[src/rtl/sacl_pkg.sv]
// Shared types and constants for the set-associative LRU cache simulator.
// No dependencies; imported by every module of the block except sacl_ram.
package sacl_pkg;

  // Access kinds carried in the op field
  localparam logic [1:0] OP_FETCH  = 2'd0;
  localparam logic [1:0] OP_LOAD   = 2'd1;
  localparam logic [1:0] OP_STORE  = 2'd2;
  localparam logic [1:0] OP_MODIFY = 2'd3;

  // Configuration register indexes
  localparam logic [1:0] CFG_SET_BITS    = 2'd0;
  localparam logic [1:0] CFG_WAYS_IN_USE = 2'd1;
  localparam logic [1:0] CFG_BLOCK_BITS  = 2'd2;

  localparam int CFG_DATA_W = 6;
  localparam int ADDR_W     = 64;
  // Offset and set index take at least one bit each
  localparam int TAG_W      = ADDR_W - 2;
  localparam int MAX_BLOCK_BITS = 32;

  // Input transaction
  typedef struct packed {
    logic [1:0]        op;
    logic [ADDR_W-1:0] address;
  } in_t;

  // Result transaction
  typedef struct packed {
    logic        hit;
    logic        evicted;
    logic        last_of_run;
    logic [31:0] hit_total;
    logic [31:0] miss_total;
    logic [31:0] eviction_total;
  } out_t;

  // Configuration registers
  typedef struct packed {
    logic [2:0] set_bits;
    logic [3:0] ways_in_use;
    logic [5:0] block_bits;
  } cfg_t;

endpackage

[src/rtl/sacl_front.sv]
// Front end: accepts transactions, splits the address into set and tag,
// drops instruction fetches and queues accesses for the back end. Uses sacl_pkg.
module sacl_front
  import sacl_pkg::*;
#(
  parameter int MAX_SET_BITS = 6
) (
  input  logic                    clk,
  input  logic                    rst,
  input  cfg_t                    cfg,
  input  logic                    clearing,
  input  logic                    in_valid,
  output logic                    in_ready,
  input  in_t                     in_data,
  output logic                    q_valid,
  input  logic                    q_pop,
  output logic                    q_modify,
  output logic [MAX_SET_BITS-1:0] q_set,
  output logic [TAG_W-1:0]        q_tag
);

  typedef struct packed {
    logic                    modify;
    logic [MAX_SET_BITS-1:0] set_idx;
    logic [TAG_W-1:0]        tag;
  } entry_t;

  logic [5:0]              sb;
  logic [5:0]              bb;
  logic [ADDR_W-1:0]       addr_sh;
  logic [ADDR_W-1:0]       tag_sh;
  logic [MAX_SET_BITS-1:0] set_mask;
  entry_t                  new_entry;
  entry_t                  q_mem [2];
  logic                    wr_ptr;
  logic                    rd_ptr;
  logic [1:0]              q_count;
  logic                    push;

  // Clamp the address split registers
  always_comb begin
    if (cfg.set_bits == 3'd0) begin
      sb = 6'd1;
    end else if (int'(cfg.set_bits) > MAX_SET_BITS) begin
      sb = 6'(MAX_SET_BITS);
    end else begin
      sb = {3'b0, cfg.set_bits};
    end
    if (cfg.block_bits == 6'd0) begin
      bb = 6'd1;
    end else if (int'(cfg.block_bits) > MAX_BLOCK_BITS) begin
      bb = 6'(MAX_BLOCK_BITS);
    end else begin
      bb = cfg.block_bits;
    end
  end

  // Address split into set index and tag
  always_comb begin
    addr_sh  = in_data.address >> bb;
    tag_sh   = in_data.address >> (7'(bb) + 7'(sb));
    set_mask = ~({MAX_SET_BITS{1'b1}} << sb);
    new_entry.modify  = (in_data.op == OP_MODIFY);
    new_entry.set_idx = addr_sh[MAX_SET_BITS-1:0] & set_mask;
    new_entry.tag     = tag_sh[TAG_W-1:0];
  end

  assign in_ready = !clearing && (q_count != 2'd2);
  assign push     = in_valid && in_ready && (in_data.op != OP_FETCH);

  // Two-entry queue toward the back end
  always_ff @(posedge clk) begin
    if (rst) begin
      wr_ptr  <= 1'b0;
      rd_ptr  <= 1'b0;
      q_count <= 2'd0;
    end else begin
      if (push) begin
        wr_ptr <= !wr_ptr;
      end
      if (q_pop) begin
        rd_ptr <= !rd_ptr;
      end
      q_count <= q_count + 2'(push) - 2'(q_pop);
    end
  end

  always_ff @(posedge clk) begin
    if (push) begin
      q_mem[wr_ptr] <= new_entry;
    end
  end

  assign q_valid  = (q_count != 2'd0);
  assign q_modify = q_mem[rd_ptr].modify;
  assign q_set    = q_mem[rd_ptr].set_idx;
  assign q_tag    = q_mem[rd_ptr].tag;

endmodule

[config.mk]
export PLATFORM = sky130hd
export DESIGN_NAME = sacl_front
export DESIGN_NICKNAME = d
export VERILOG_FILES = /design/src/rtl/sacl_pkg.sv /design/src/rtl/sacl_front.sv
export SDC_FILE = /design/constraint.sdc
export NUM_CORES = 1
export LEC_CHECK = 0
export ABC_AREA = 1
export BUFFER_PORTS_ARGS = -buffer_cell sky130_fd_sc_hd__buf_4
export CORE_ASPECT_RATIO = 0.6
export CORE_MARGIN = 3
export CORE_UTILIZATION = 57
export CTS_BUF_LIST = sky130_fd_sc_hd__clkbuf_8 sky130_fd_sc_hd__clkbuf_16
export DETAILED_ROUTE_END_ITERATION = 16
export PLACE_DENSITY = 0.79
export SYNTH_ARGS = -nofsm -noshare
export SYNTH_HDL_FRONTEND = slang
export SYNTH_SLANG_ARGS = --single-unit
[constraint.sdc]
create_clock -name clk -period 7 [get_ports clk]
set_input_delay 0.7 -clock clk [delete_from_list [all_inputs] [get_ports clk]]
set_output_delay 0.7 -clock clk [all_outputs]
set_load 0.01 [all_outputs]
# Word level (Yosys, flattened, before mapping)
# Memory sizes are Yosys's and may differ from the RTL's. A register that Yosys moved wholly into a read port is not among the register bits.
# Index checks and enable logic that the tools add are counted.
# totals
mem_count,1
ff_bits,4
mem_bits_rw,138
elab_cells,34
output_inout_bits,71
# classes
n_eq_ne,2
n_reduce_logical,10
order_cmp,2
bitwise_logic,2
n_shift,3
n_mux,8
addsub,3
# mem_list
memory,words,width,read_ports,rd_clocked_by_memory_dff,write_ports,line_no,source
q_mem,2,69,1,1,1,sacl_front.sv:34,entry_t q_mem [2];
# op_table
op,n
>> shifter 64 x 6 -> 6 bit,1
>> shifter 64 x 7 -> 62 bit,1
2-to-1 mux 6 bit,2
adder 6 x 6 -> 7 bit,1
AND 6 bit,1
"greater-than comparator 6 bit, second input constant",1
logical NOT 6 bit,1
2-to-1 mux 3 bit,2
NOT 6 bit,1
"<< shifter 6 x 6 -> 6 bit, first input constant",1
2-to-1 mux 1 bit,4
nonzero test 2 bit,2
"greater-than comparator 3 bit, second input constant",1
logical AND 1 bit,3
logical NOT 1 bit,3
logical NOT 3 bit,1
adder 2 x 1 -> 2 bit,1
"equality test 2 bit, second input constant",1
"!= test 2 bit, second input constant",1
subtractor 2 x 1 -> 2 bit,1

# Depth between registers and ports, before layout
# logic_depth
word_depth,6
ltp_mapped,21

# Worst setup path before layout
# No wires, ideal clock.
# synth_timing
path_kind,input to register
from,input clearing
to,memory q_mem[1][0] (netlist name) (enable)
path_buffers,0
stages,5
t_arrival_ns,4.136
t_required_ns,6.502
path_slack_ns,2.366
path_cell_list,a21oi_1 -> nand2_1 -> nor2_1 -> inv_1 -> nor2_1
# synth_between
elab_chain_len,6
# synth_lines
element,line_no,source
from (decl),sacl_front.sv:11,"input logic clearing,"
logical NOT 1 bit,sacl_front.sv:68,assign in_ready = !clearing && (q_count != 2'd2);
logical AND 1 bit,sacl_front.sv:68,
logical AND 1 bit (2 in a row),sacl_front.sv:69,assign push = in_valid && in_ready && (in_data.op != OP_FETCH);
2-to-1 mux 1 bit,sacl_front.sv:89,if (push) begin
2-to-1 mux 1 bit (implied by the code),sacl_front.sv:90,q_mem[wr_ptr] <= new_entry;
to (decl),sacl_front.sv:34,
# No other way between the ends.

==> impl_results.md <==
* Status: finished, final reports clean
* Leak at 5.522 nW
* Ant diodes at 0
* Global route overflow at 0
* Pwr/cell area at 245.7 nW/um^2
* Cts hold-fix bufs at 0
* Critical path's most frequent cell: buf_4
* Clock Root Buffer: clkbuf_16
* Fin nets at 1654
* Die span in x at 185.3 um
* Cell variety after synth at 35
* Critical path required time at 7.14 ns
* Vias in the first global route at 9686
* Cells taking the most area after synthesis: edfxtp_1, nand2_1, nand3_1
* Row count at 38
* Most common cell after layout, fill and taps aside: nand2_1
* CP peak stage delay at 0.52 ns
* DP Cell Count at 1785
* Vias post-DR at 10964
* Final min period at 4.521 ns
* Final ANT Viol Nets at 0
* Max Cap Viol at 0
* Pwr Total at 3.125 mW
* Die height at 113.6 um
* Port-buffer cells at 150
* Net Count, Synth at 1575
* # IOs at 155
* Residual DRC at 0
* Postcts setup bufs at 0
* Core Box Area at 18500 sq um
* Synth warn at 0
* Share of the synthesized area in the top cell type at 0.3770
* DP Wirelength at 26040 um
* Setup violators final at 0
* P&R area growth vs syn at 15.74%
* Share of layout cells above drive strength 1 at 0.1871
* CP Max Fanout at 38
* Placer congestion estimate at 1.000
* Final Hold Vio Count at 0
* Largest net degree at the start of global routing at 83
* Arr. time, crit path at 4.66 ns
* Slowest-stage cell, CP: inv_2
* RSZ-0062 raised after global routing: false
* Initial antenna violation count at 0
* Fmax achieved at 221.2 MHz
* Setup TNS at 0 ns
* CTS buffer count at 17
* 1st-iter DRT viols at 1822
* Hold slack at 0.4667 ns
* Area of the die at 21040 sq um
* #FFs+latches synth at 143
* Core Util, Final at 0.6878
* Worst Hold Class: primary input to register
* Critical-path cell list: buf_4 > nor2_4 > nand3_1 > buf_4 > nand2_2 > ha_2 > inv_1 > fa_1 > buf_4 > inv_2 > buf_4 > mux2i_1 > o21ai_0 > nand2_1 > nand2_1 > o211ai_1 > o21ai_1
* Worst slew margin at 0.3255
* Clock transition at path regs at 0.06 ns
* Worst slew pin tran at 1.010 ns
* Sink Count at 143
* CTS Buffer Depth at 2
* CP Capture Type: register
* Clock Latency Late Sink at 0.43 ns
* Final WL at 35220 um
* Synthesized area at 10990 sq um
* Worst vdd ir at 178.2 uV
* Synth area leader: edfxtp_1
* H-tree levels at 4
* CP Class: primary input to register
* Avg Inst Size Synth at 7.401 sq um
* Final worst-path cycle share at 0.6459
* Via density at 6.034
* Synth Instances at 1485
* Type of origin of the critical path: primary input
* Number of fill cells at 1537
* Commonest non-fill, non-tap cells in the layout: nand2_1, nand3_1, buf_4
* Post-route insts no fill at 1817
* Resize count post-CTS at 0
* Wire per inst at 19.38 um
* CTS tree: done
* Slew Limit Fails at 0
* Layout Skew at 0.009241 ns
* DRT Pass-1 Iters at 6
* First-pass GRT wire length at 53930 um
* Total GRT Usage at 0.3337
* Sequential share of the synthesized area at 0.3862
* Starting Density at 0.5942
## power breakdown
group / total [mW] / switching (mW) / internal, mW
sequential: 1.04 / 0.0169 / 1.02
combinational: 1.21 / 0.819 / 0.395
clock: 0.872 / 0.373 / 0.499
total: 3.12 / 1.21 / 1.92
## area by class of cell
cell class                      instances  area [sq um]  area share
Timing Repair Buffer                  171          1284      0.1009
Clock inverter                         15         152.6     0.01200
Sequential cell                       143          4245      0.3337
Clock buffer                           17         425.4     0.03344
Inverter                               86         322.8     0.02538
Multi-Input combinational cell       1145          5991      0.4709
Tap cell                              240         300.3     0.02361
## final timing paths
| kind | start | cells after the start | slack [ns] | to |
|---|---|---|---|---|
| worst max register to register | q_count[0] | 7 | 4.83 | q_mem[0][33] |
| worst max-delay path | cfg[5] | 17 | 2.48 | q_mem[1][12] |
| worst min-delay path | rst | 2 | 0.47 | q_count[0] |
| worst min register to register | rd_ptr | 2 | 0.55 | register |
## cell families after synthesis
family                   Yosys count  share of synthesized area
XOR/XNOR                           5                   0.007400
multiplexers                     106                     0.1044
adder cells (fa/ha/maj)            6                   0.007514
AO/OA/AOI/OAI                    260                     0.1321
buffers and inverters            197                    0.07366
flip-flops                       143                     0.3862
AND/OR/NAND/NOR                  768                     0.2888
## registers in the layout, summed over array words and instances, names as in the netlist, named ones only
register  flops
q_mem       138
q_count       2
rd_ptr        1
wr_ptr        1
## stage by stage
step / setup WS (ns) / instance area [sq um]
after floorplan: 2.366 / 10990
after global placement: 2.276 / 12140
after detailed placement: 2.190 / 12140
after CTS: 2.659 / 12720
after global routing: 2.295 / 12720
final: 2.479 / 12720
## synthesized netlist by cell type
cell type	count
o31ai_1	2
nand2_1	505
o21ai_0	152
nand2_2	2
o211ai_1	44
mux2_2	69
or2_1	1
dfxtp_1	5
o22ai_1	1
buf_1	13
fa_1	1
or2_2	4
clkbuf_1	60
nand2_4	1
nor3_1	12
mux2i_1	37
o21bai_1	1
nor2_4	1
buf_2	29
a21boi_1	7
inv_1	81
xnor2_1	2
nor3b_1	1
xor2_1	1
a31oi_1	8
xor2_4	2
a21oi_1	15
buf_4	9
nand3_1	192
edfxtp_1	138
nor2_1	49
o21ai_1	29
inv_2	5
o21ai_2	1
ha_1	5
## routing by layer
| layer | vias to the layer above | GRT usage | share of wire |
|---|---|---|---|
| li1 | 5227 | - | - |
| met1 | 5048 | 0.5308 | 0.46 |
| met2 | 658 | 0.4541 | 0.40 |
| met3 | 31 | 0.09528 | 0.13 |
| met4 | 0 | 0.05295 | 0.0068 |
| met5 | - | 0 | 0 |
## worst max-delay path: cells and delay by family
| kind | cells | cell delay [ns] |
|---|---|---|
| buffers and inverters | 6 | 1.60 |
| AO/OA/AOI/OAI | 3 | 0.57 |
| adder cells (fa/ha/maj) | 2 | 0.64 |
| AND/OR/NAND/NOR | 5 | 0.71 |
| multiplexers | 1 | 0.40 |
(Power assumes the default switching activity.)
